## src/hw/rtl/dda_pkg.sv

```systemverilog
// Shared constants, types and operation codes of the line rasteriser.
`default_nettype none
package dda_pkg;

	localparam int unsigned DdaCoordBits = 10;
	localparam int unsigned DdaFracBits  = 16;

	typedef enum logic {
		OP_START = 1'b0,
		OP_TICK  = 1'b1
	} dda_op_t;

endpackage
`default_nettype wire

```

## src/hw/rtl/dda_cmd_if.sv

```systemverilog
// Command channel: line start with endpoints, or tick.
`default_nettype none
interface dda_cmd_if
	import dda_pkg::*;
#(
	parameter int unsigned COORD_BITS = DdaCoordBits
);
	logic                  valid;
	logic                  ready;
	dda_op_t               op;
	logic [COORD_BITS-1:0] start_x;
	logic [COORD_BITS-1:0] start_y;
	logic [COORD_BITS-1:0] end_x;
	logic [COORD_BITS-1:0] end_y;

	modport source (output valid, op, start_x, start_y, end_x, end_y, input ready);
	modport sink (input valid, op, start_x, start_y, end_x, end_y, output ready);
endinterface
`default_nettype wire

```

## src/hw/rtl/dda_pt_if.sv

```systemverilog
// Point channel: one plotted pixel per beat.
`default_nettype none
interface dda_pt_if
	import dda_pkg::*;
#(
	parameter int unsigned COORD_BITS = DdaCoordBits
);
	logic                  valid;
	logic                  ready;
	logic [COORD_BITS-1:0] point_x;
	logic [COORD_BITS-1:0] point_y;
	logic                  last_point;

	modport source (output valid, point_x, point_y, last_point, input ready);
	modport sink (input valid, point_x, point_y, last_point, output ready);
endinterface
`default_nettype wire

```

## src/hw/rtl/dda_line_rasterizer_unit.sv

```systemverilog
// DDA line generator with a shared serial divider for the per-step increments.
//
// The cmd channel takes start beats (two endpoints) and tick beats; the pt
// channel returns plotted points, the last one of each line flagged.
// A start beat places the start point in the output register in the next
// cycle, then one restoring divider works out the x and the y increment in
// turn, one quotient bit a cycle; the cmd channel is held off until both
// increments are done. A zero-length line needs no division and gives
// only its start point, flagged last.
// A tick beat while a line is being drawn adds the increments and yields the
// rounded point in the next cycle; ticks may follow one another every cycle
// while points are taken. A tick while idle is consumed and gives no point.
// The output register lets a new beat be taken in the cycle in which the
// waiting point leaves; while the receiver stalls with a point pending, the
// cmd channel is held off. Reset empties the output register and leaves the
// block idle with no line in progress.
`default_nettype none
module dda_line_rasterizer_unit
	import dda_pkg::*;
#(
	parameter int unsigned COORD_BITS = DdaCoordBits,
	parameter int unsigned FRAC_BITS  = DdaFracBits
) (
	input  wire         clk,
	input  wire         arst_n,
	dda_cmd_if.sink     cmd,
	dda_pt_if.source    pt
);
	localparam int unsigned AccBits = COORD_BITS + FRAC_BITS + 1;
	localparam int unsigned IncBits = FRAC_BITS + 2;
	localparam int unsigned CntBits = $clog2(FRAC_BITS + 1);

	typedef enum logic [1:0] {
		ST_READY = 2'b01,
		ST_DIV   = 2'b10
	} state_t;

	state_t                state_q;
	logic                  active_q;
	logic [AccBits-1:0]    x_acc_q;
	logic [AccBits-1:0]    y_acc_q;
	logic [IncBits-1:0]    x_inc_q;
	logic [IncBits-1:0]    y_inc_q;
	logic [COORD_BITS-1:0] steps_left_q;
	logic [COORD_BITS-1:0] steps_q;
	logic [COORD_BITS-1:0] ady_q;
	logic                  x_neg_q;
	logic                  y_neg_q;
	logic                  div_y_q;
	logic [COORD_BITS:0]   rem_q;
	logic [FRAC_BITS:0]    quo_q;
	logic [CntBits-1:0]    cnt_q;

	logic                  out_valid_q;
	logic [COORD_BITS-1:0] out_x_q;
	logic [COORD_BITS-1:0] out_y_q;
	logic                  out_last_q;

	logic                  accept;
	logic                  is_start;
	logic                  x_neg;
	logic                  y_neg;
	logic [COORD_BITS-1:0] adx;
	logic [COORD_BITS-1:0] ady;
	logic [COORD_BITS-1:0] steps;
	logic [AccBits-1:0]    x_next;
	logic [AccBits-1:0]    y_next;
	logic [AccBits-1:0]    x_round;
	logic [AccBits-1:0]    y_round;
	logic [COORD_BITS-1:0] steps_dec;
	logic                  div_ge;
	logic [COORD_BITS:0]   div_rem;
	logic [FRAC_BITS:0]    quo_full;
	logic [IncBits-1:0]    inc_mag;
	logic [IncBits-1:0]    inc_val;

	assign cmd.ready = (state_q == ST_READY) && (!out_valid_q || pt.ready);
	assign accept    = cmd.valid && cmd.ready;
	assign is_start  = (cmd.op == OP_START);

	assign x_neg = cmd.end_x < cmd.start_x;
	assign y_neg = cmd.end_y < cmd.start_y;
	assign adx   = x_neg ? cmd.start_x - cmd.end_x : cmd.end_x - cmd.start_x;
	assign ady   = y_neg ? cmd.start_y - cmd.end_y : cmd.end_y - cmd.start_y;
	assign steps = (adx > ady) ? adx : ady;

	assign x_next  = x_acc_q + {{(AccBits - IncBits){x_inc_q[IncBits-1]}}, x_inc_q};
	assign y_next  = y_acc_q + {{(AccBits - IncBits){y_inc_q[IncBits-1]}}, y_inc_q};
	assign x_round = x_next + (AccBits'(1) << (FRAC_BITS - 1));
	assign y_round = y_next + (AccBits'(1) << (FRAC_BITS - 1));
	assign steps_dec = steps_left_q - COORD_BITS'(1);

	// One restoring division step: compare, subtract, shift in one quotient bit.
	assign div_ge   = rem_q >= {1'b0, steps_q};
	assign div_rem  = div_ge ? rem_q - {1'b0, steps_q} : rem_q;
	assign quo_full = {quo_q[FRAC_BITS-1:0], div_ge};
	assign inc_mag  = {1'b0, quo_full};

	always_comb begin
		if (div_y_q) begin
			inc_val = y_neg_q ? IncBits'(0) - inc_mag : inc_mag;
		end else begin
			inc_val = x_neg_q ? IncBits'(0) - inc_mag : inc_mag;
		end
	end

	always_ff @(posedge clk or negedge arst_n) begin
		if (!arst_n) begin
			state_q      <= ST_READY;
			active_q     <= 1'b0;
			out_valid_q  <= 1'b0;
			steps_left_q <= '0;
			x_acc_q      <= '0;
			y_acc_q      <= '0;
			x_inc_q      <= '0;
			y_inc_q      <= '0;
			cnt_q        <= '0;
			div_y_q      <= 1'b0;
		end else begin
			if (accept && (is_start || active_q)) begin
				out_valid_q <= 1'b1;
			end else if (pt.ready) begin
				out_valid_q <= 1'b0;
			end
			unique case (state_q)
				ST_READY: begin
					if (accept && is_start) begin
						x_acc_q      <= AccBits'({cmd.start_x, {FRAC_BITS{1'b0}}});
						y_acc_q      <= AccBits'({cmd.start_y, {FRAC_BITS{1'b0}}});
						x_inc_q      <= '0;
						y_inc_q      <= '0;
						steps_left_q <= steps;
						active_q     <= (steps != '0);
						cnt_q        <= CntBits'(FRAC_BITS);
						div_y_q      <= 1'b0;
						if (steps != '0) begin
							state_q <= ST_DIV;
						end
					end else if (accept && active_q) begin
						x_acc_q      <= x_next;
						y_acc_q      <= y_next;
						steps_left_q <= steps_dec;
						active_q     <= (steps_dec != '0);
					end
				end
				ST_DIV: begin
					if (cnt_q == '0) begin
						cnt_q <= CntBits'(FRAC_BITS);
						if (div_y_q) begin
							y_inc_q <= inc_val;
							state_q <= ST_READY;
						end else begin
							x_inc_q <= inc_val;
							div_y_q <= 1'b1;
						end
					end else begin
						cnt_q <= cnt_q - CntBits'(1);
					end
				end
				default: begin
					state_q <= ST_READY;
				end
			endcase
		end
	end

	always_ff @(posedge clk) begin
		if (accept && is_start) begin
			steps_q <= steps;
			ady_q   <= ady;
			x_neg_q <= x_neg;
			y_neg_q <= y_neg;
			rem_q   <= {1'b0, adx};
			quo_q   <= '0;
			out_x_q    <= cmd.start_x;
			out_y_q    <= cmd.start_y;
			out_last_q <= (steps == '0);
		end else if (accept && active_q) begin
			out_x_q    <= x_round[FRAC_BITS +: COORD_BITS];
			out_y_q    <= y_round[FRAC_BITS +: COORD_BITS];
			out_last_q <= (steps_dec == '0);
		end else if (state_q == ST_DIV) begin
			if (cnt_q == '0) begin
				rem_q <= {1'b0, ady_q};
				quo_q <= '0;
			end else begin
				rem_q <= {div_rem[COORD_BITS-1:0], 1'b0};
				quo_q <= quo_full;
			end
		end
	end

	assign pt.valid      = out_valid_q;
	assign pt.point_x    = out_x_q;
	assign pt.point_y    = out_y_q;
	assign pt.last_point = out_last_q;

endmodule
`default_nettype wire

```

## src/flat_wrapper.sv

```systemverilog
// flat-port wrapper written by rule: the top's interface ports become plain ports
module dda_line_rasterizer_unit_flat import dda_pkg::*;
#(
	parameter int unsigned COORD_BITS = DdaCoordBits,
	parameter int unsigned FRAC_BITS  = DdaFracBits
)
  (clk, arst_n, cmd_valid, cmd_op, cmd_start_x, cmd_start_y, cmd_end_x, cmd_end_y, cmd_ready, pt_valid, pt_point_x, pt_point_y, pt_last_point, pt_ready);
  dda_cmd_if #(.COORD_BITS(COORD_BITS)) cmd_i ();
  dda_pt_if #(.COORD_BITS(COORD_BITS)) pt_i ();
  input  wire clk;
  input  wire arst_n;
  input wire logic [$bits(cmd_i.valid)-1:0] cmd_valid;
  input wire logic [$bits(cmd_i.op)-1:0] cmd_op;
  input wire logic [$bits(cmd_i.start_x)-1:0] cmd_start_x;
  input wire logic [$bits(cmd_i.start_y)-1:0] cmd_start_y;
  input wire logic [$bits(cmd_i.end_x)-1:0] cmd_end_x;
  input wire logic [$bits(cmd_i.end_y)-1:0] cmd_end_y;
  output wire logic [$bits(cmd_i.ready)-1:0] cmd_ready;
  output wire logic [$bits(pt_i.valid)-1:0] pt_valid;
  output wire logic [$bits(pt_i.point_x)-1:0] pt_point_x;
  output wire logic [$bits(pt_i.point_y)-1:0] pt_point_y;
  output wire logic [$bits(pt_i.last_point)-1:0] pt_last_point;
  input wire logic [$bits(pt_i.ready)-1:0] pt_ready;
  assign cmd_i.valid = cmd_valid;
  assign cmd_i.op = cmd_op;
  assign cmd_i.start_x = cmd_start_x;
  assign cmd_i.start_y = cmd_start_y;
  assign cmd_i.end_x = cmd_end_x;
  assign cmd_i.end_y = cmd_end_y;
  assign cmd_ready = cmd_i.ready;
  assign pt_valid = pt_i.valid;
  assign pt_point_x = pt_i.point_x;
  assign pt_point_y = pt_i.point_y;
  assign pt_last_point = pt_i.last_point;
  assign pt_i.ready = pt_ready;
  dda_line_rasterizer_unit #(.COORD_BITS(COORD_BITS), .FRAC_BITS(FRAC_BITS)) u_core (.clk(clk), .arst_n(arst_n), .cmd(cmd_i), .pt(pt_i));
endmodule
```

## config.mk

```make
export PLATFORM = sky130hd
export DESIGN_NAME = dda_line_rasterizer_unit_flat
export DESIGN_NICKNAME = d
export VERILOG_FILES = /design/src/hw/rtl/dda_pkg.sv /design/src/hw/rtl/dda_cmd_if.sv /design/src/hw/rtl/dda_pt_if.sv /design/src/hw/rtl/dda_line_rasterizer_unit.sv /design/src/flat_wrapper.sv
export SDC_FILE = /design/constraint.sdc
export NUM_CORES = 1
export LEC_CHECK = 0
export CAP_MARGIN = 25
export CORE_UTILIZATION = 41
export DETAILED_ROUTE_END_ITERATION = 12
export DONT_BUFFER_PORTS = 1
export GPL_TIMING_DRIVEN = 0
export PLACE_DENSITY = 0.58
export RECOVER_POWER = 25
export SYNTH_ARGS = -nofsm -noshare
export SYNTH_HDL_FRONTEND = slang
export SYNTH_SLANG_ARGS = --single-unit
```

## constraint.sdc

```tcl
create_clock -name clk -period 4.9 [get_ports clk]
set_input_delay 0.49 -clock clk [delete_from_list [all_inputs] [get_ports clk]]
set_output_delay 0.49 -clock clk [all_outputs]
set_load 0.02 [all_outputs]
```

== Yosys cells after proc, flatten, opt, wreduce, memory -nomap -nowiden ==
Index checks and enable logic that the tools add are counted.

* Bits in registers: 180
* Input port bits: 45
* Output and inout port bits: 23
* Word-level logic and storage cells: 117

* Add/sub/neg operators: 12
* Magnitude comparators: 4
* Eq/ne operators: 8
* Mux-type cells: 46
* Bitwise operators: 2
* Reduce and logical (&&, ||, !) cells: 25

{| class="wikitable"
|+ Operators with widths
! kind !! count
|-
| two-way mux 18 bit || 8
|-
| two-way mux 10 bit || 13
|-
| two-way mux 27 bit || 4
|-
| one-hot mux 18 bit (2 select lines) || 2
|-
| adder 27 bit || 2
|-
| adder 26 x 16 -> 26 bit, second input constant || 2
|-
| subtractor 10 bit || 5
|-
| logical NOT 10 bit || 2
|-
| < comparator 10 bit || 2
|-
| nonzero test 10 bit || 2
|-
| subtractor 1 x 17 -> 18 bit, first input constant || 1
|-
| two-way mux 16 bit || 1
|-
| AND reduction 4 bit || 3
|-
| greater-or-equal comparator 11 x 10 -> 1 bit || 1
|-
| two-way mux 11 bit || 1
|-
| greater-than comparator 10 bit || 1
|-
| two-way mux 5 bit || 2
|-
| one-hot mux 5 bit (2 select lines) || 1
|-
| subtractor 10 x 1 -> 10 bit, second input constant || 1
|-
| two-way mux 1 bit || 8
|-
| two-way mux 2 bit || 4
|-
| AND reduction 2 bit || 4
|-
| nonzero test 2 bit || 4
|-
| inequality test 2 x 1 -> 1 bit, second input constant || 3
|-
| other kinds (12) || 20
|}

== Logic depth before layout (Yosys ltp) ==
* Depth after elaboration: 8
* Depth in mapped cells: 24
* Mapped depth without buffers: 23

== Worst setup path before layout ==
OpenSTA, ideal clock, no wires.

* Path type: input-to-reg
* Start point: input port cmd_end_x[0]
* End point: register u_core.out_last_q, in the netlist u_core.pt.last_point, data pin
* Arrival: 4,605 ps
* Data required time: 4,645 ps
* Slack: 40 ps
* Cell stages on the path: 24
* Buffers on the path: 1
* Cells stage by stage: inv_1 ha_1 inv_1 fa_1 a21o_1 a21oi_1 nor2_1 or2_1 clkbuf_1 inv_2 o211ai_1 o21ai_1 xor2_1 inv_1 ha_1 and4_1 and3_1 a221oi_1 a32oi_1 inv_2 and3_1 mux2_2 o221a_2 a31o_1

* Longest elaborated chain between the ends: 6
* Elaborated cells on any way between the ends: 8
* Those cells by class: add/sub (2); order compare (2); mux (3); reduce/logical (1)

{| class="wikitable"
|+ RTL lines
! item !! line !! RTL
|-
| start, declared || flat_wrapper.sv:16 || <nowiki>input wire logic [$bits(cmd_i.end_x)-1:0] cmd_end_x;</nowiki>
|-
| < comparator 10 bit * || dda_line_rasterizer_unit.sv:81 || <nowiki>assign x_neg = cmd.end_x < cmd.start_x;</nowiki>
|-
| via u_core.x_neg || dda_line_rasterizer_unit.sv:61 || <nowiki>logic x_neg;</nowiki>
|-
| two-way mux 10 bit * || dda_line_rasterizer_unit.sv:83 || <nowiki>assign adx = x_neg ? cmd.start_x - cmd.end_x : cmd.end_x - cmd.start_x;</nowiki>
|-
| greater-than comparator 10 bit || dda_line_rasterizer_unit.sv:85 || <nowiki>assign steps = (adx > ady) ? adx : ady;</nowiki>
|-
| two-way mux 10 bit * || dda_line_rasterizer_unit.sv:85 ||
|-
| logical NOT 10 bit * || dda_line_rasterizer_unit.sv:177 || <nowiki>out_last_q <= (steps == '0);</nowiki>
|-
| two-way mux 1 bit * || dda_line_rasterizer_unit.sv:168 || <nowiki>if (accept && is_start) begin</nowiki>
|-
| end signal, assigned || dda_line_rasterizer_unit.sv:177 ||
|-
| end signal, assigned || dda_line_rasterizer_unit.sv:181 || <nowiki>out_last_q <= (steps_dec == '0);</nowiki>
|-
| end, declared || dda_line_rasterizer_unit.sv:57 || <nowiki>logic out_last_q;</nowiki>
|}

Mark *: on every way through the listed nets, which the timed path passes. The rest lies on a longest branch.
A chain may end at the register's enable or synchronous reset.

== Final worst setup path ==
* Start point: input port cmd_end_y[5]
* End point: register u_core.out_last_q, in the netlist u_core.pt.last_point, data pin

* Longest elaborated chain between the ends: 6
* Elaborated cells on any way between the ends: 8
* Those cells by class: add/sub (2); order compare (2); mux (3); reduce/logical (1)

{| class="wikitable"
|+ RTL lines
! item !! line !! RTL
|-
| start, declared || flat_wrapper.sv:17 || <nowiki>input wire logic [$bits(cmd_i.end_y)-1:0] cmd_end_y;</nowiki>
|-
| subtractor 10 bit or < comparator 10 bit (tied branches) || dda_line_rasterizer_unit.sv:84, dda_line_rasterizer_unit.sv:82 ||
|-
| two-way mux 10 bit * || dda_line_rasterizer_unit.sv:84 || <nowiki>assign ady = y_neg ? cmd.start_y - cmd.end_y : cmd.end_y - cmd.start_y;</nowiki>
|-
| greater-than comparator 10 bit || dda_line_rasterizer_unit.sv:85 ||
|-
| two-way mux 10 bit * || dda_line_rasterizer_unit.sv:85 ||
|-
| logical NOT 10 bit * || dda_line_rasterizer_unit.sv:177 ||
|-
| two-way mux 1 bit * || dda_line_rasterizer_unit.sv:168 ||
|}

Every way passes the cells marked *; elsewhere a longest branch is shown, timed or not.

==> results.md <==
- Num Clock Sinks: 178
- Fill cells: 3,115
- Initial DRC count: 802
- Worst-path maximum fanout: 10
- Vias per inst: 5.79
- ANT nets after route: 0
- Number of buffers added on ports: 0
- Leak pwr: 6.25 nW
- WL per Instance: 19.9 um
- Non-filler instance count after layout: 1,932
- Commonest cells after routing, fill and taps aside: nand2_1 (153), o21ai_0 (123), a21oi_1 (114), ha_1 (114), dfrtp_1 (107)
- Clk slew on worst S/H paths: 0.08 ns
- Status: finished, violations left
- Post-synth EDFFs: 53
- Main combinational cell family by area after synthesis: compound AO/OA/AOI/OAI gates
- Compound-Gate Fraction of Synth Area: 23.6%
- WS Path Type: in -> reg
- Async set-reset flop share out of synthesis: 60.7%
- Area growth from synthesis to layout: 9.49%
- Chip Width: 181 um
- Clock Tree Root: clkbuf_16
- Final Util: 45.6%
- Synthesis-stage register bit count: 178
- Multiplexer area fraction after synthesis: 2.22%
- Minimum clock period after layout: 4.66 ns
- Final max-slew violation count: 109
- Final wirelength: 38.5 mm
- CTS max path bufs: 2
- Setup_tns: 0 ns
- Post-synthesis simple-gate area fraction: 15.4%
- Top cell type by total area after synthesis: dfrtp_1
- Max IR drop VDD: 0.200 mV
- Vias in the first global route: 10,900
- Xor/xnor cell area share of the yosys netlist: 6.62%
- Top delay family on crit path: compound AO/OA/AOI/OAI gates
- Row Count: 65
- Buf/Inv on CP: 4
- Most used flip-flop cell after synthesis: dfrtp_1
- CP max-delay cell: xnor2_2
- Cell area power density: 477 nW/um^2
- Placer Congestion: 0.890
- Final Hold Viols: 0
- Core Region: 31,500 sq um
- Total global-route track usage: 24.0%
- Worst-Skew Late Latency: 0.45 ns
- Sequential Area: 4640 sq um
- Critical Path Sink Type: register
- Synth top area share: 20.4%
- Initial antenna violation count: 0
- Max Clock Skew: 0.0146 ns
- Worst hold path type: in -> reg
- Largest net degree at the start of global routing: 109
- Failing checks: max-capacitance violations, max-slew violations
- Post-Synth Adder-Cell Area: 12.0%
- Die area: 32,700 sq um
- Yosys warning count: 0
- Dpl cells: 1,891
- Mapped Nets: 1,653
- Ranking of synthesized cells by area: dfrtp_1 (20%), edfxtp_1 (12%), ha_1 (11%), o21ai_0 (4.7%), nand2_1 (4.4%)
- CP arrival: 4.87 ns
- Mean Syn Cell Area: 8.81 sq um
- Seq/Total Area, Yosys: 35.4%
- Max-cap violations: 1
- Final worst-path cycle share: 95.2%
- Die height: 181 um
- CP Cell Sequence: inv_1 > ha_1 > clkbuf_1 > nand2_1 > nor2_1 > nand2_1 > a31oi_1 > clkbuf_4 > nor4b_1 > a21oi_1 > xnor2_2 > ha_1 > and4_1 > and3_1 > a32oi_2 > inv_2 > and3_1 > mux2_2 > o221a_2 > a31o_1
- Startpoint class of the critical path: input pin
- Max frequency: 214 MHz
- Unique masters post-synth: 85
- Cells after Synth: 1,487
- Worst EP required: 5.10 ns
- ANT cells: 0
- Footprint of the multi-input gates: 7920 sq um
- First drt pass iteration count: 5
- Worst Max-Slew Pin Slew: 2.91 ns
- Layout cells sized above 1: 6.08%
- Layout Nets: 1,683
- Initial core utilization: 41.6%
- CTS buffer count: 17
- Slowest stage delay, CP: 0.34 ns
- Slew margin rel.: -93.7%
- DRC Markers: 0
- Remaining Overflow, GRT: 0
- First-pass GRT wire length: 60.8 mm
- # IOs: 68
- Pwr Total: 6.84 mW
- CTS tree: yes
- Vias after detailed routing: 11,200
- Commonest non-fill, non-tap cell in the layout: nand2_1
- H-tree depth: 4
- Synthesized area: 13,100 sq um
- HPWL Detailed: 29.6 mm
- # setup viols final: 0
## flip-flops by register name, indices dropped and copies added (netlist names), 2 cells and up
name,flops
u_core.pt.point_x,10
u_core.cnt_q,5
u_core.steps_left_q,10
u_core.x_acc_q,26
u_core.state_q,2
u_core.steps_q,10
u_core.rem_q,11
u_core.y_acc_q,26
u_core.ady_q,10
u_core.x_inc_q,18
u_core.pt.point_y,10
u_core.quo_q,16
u_core.y_inc_q,18
## cells by family (layout without fill, tap and decap cells)
group,count (synthesis),after routing
and+or+nand+nor,425,425
AOI/OAI and AO/OA,472,472
muxes,28,28
adders and majority gates,121,121
buffers and inverters,164,207
xor gates and xnor gates,99,99
DFF,178,178
## what timing repair did
action / CTS / global route
hold endpoints to repair: 108 / 0
pin swaps: 3 / 2
gates resized for setup: 7 / 7
endpoints found under the setup margin: 10 / 7
hold buffers: 1 / 0
setup buffers: 4 / 7
## final timing paths
path	startpoint	to	slack, ns	cells after the start
setup / recovery	cmd_end_y[5]	u_core.pt.last_point$_DFFE_PN_	0.24	20
hold / removal	cmd_op	u_core.x_acc_q[25]$_DFFE_PN0P_	0.12	1
setup reg to reg	u_core.rem_q[1]$_DFFE_PP_	u_core.x_inc_q[14]$_DFFE_PN0P_	0.53	15
hold reg to reg	u_core.rem_q[10]$_SDFFE_PP0P_	u_core.rem_q[10]$_SDFFE_PP0P_	0.48	1
max in group asynchronous	arst_n	u_core.cnt_q[1]$_DFFE_PN0P_	2.25	1
min in group asynchronous	arst_n	u_core.x_acc_q[1]$_DFFE_PN0P_	0.92	1
## metal layers
| metal | track usage (%) | part of all wire [%] | up-vias |
|---|---|---|---|
| li1 | - | - | 5483 |
| met1 | 31.5 | 45 | 5315 |
| met2 | 38.7 | 46 | 321 |
| met3 | 4.52 | 5.0 | 72 |
| met4 | 10.1 | 3.8 | 0 |
| met5 | 0 | 0 | - |
## power by group
part	internal (mW)	switching (mW)	leakage, nW
Clock	0.696	0.662	0.282
Sequential	1.97	0.335	2.04
Combinational	1.18	1.99	3.93
Total	3.85	2.99	6.25
## cell usage after synthesis (all sizes together) (15+ instances only)
| library cell | n |
|---|---|
| nand3 | 46 |
| a31oi | 32 |
| dfrtp | 107 |
| edfxtp | 53 |
| dfxtp | 17 |
| a21oi | 116 |
| xor2 | 38 |
| nand2 | 153 |
| o211ai | 15 |
| ha | 114 |
| nor2b | 15 |
| o21ai | 132 |
| inv | 101 |
| nor2 | 93 |
| nor3 | 18 |
| xnor2 | 61 |
| or3 | 15 |
| a21o | 26 |
| clkbuf | 61 |
| a22o | 23 |
| mux2i | 20 |
| o31ai | 18 |
## area by class of cell
class                   count  share of cell area, %
clock inverters            13                  0.820
clock buffers              19                   3.16
well taps                 402                   3.51
inverters                 102                   2.67
plain buffers              59                   1.60
flip-flops and latches    178                   32.3
repair buffers             14                  0.672
multi-input cells        1145                   55.2
## metrics by stage
stage | hold slack [ns] | setup WS (ns) | instance area (sq um)
floorplan | 0.194 | 0.0396 | 13100
global placement | 0.201 | -0.859 | 13600
detailed placement | 0.202 | -0.899 | 13600
CTS | 0.0156 | 0.00876 | 14300
global route | 0.108 | -0.0105 | 14300
finish | 0.118 | 0.237 | 14300
Note: power is estimated with default switching activity, not from simulation.
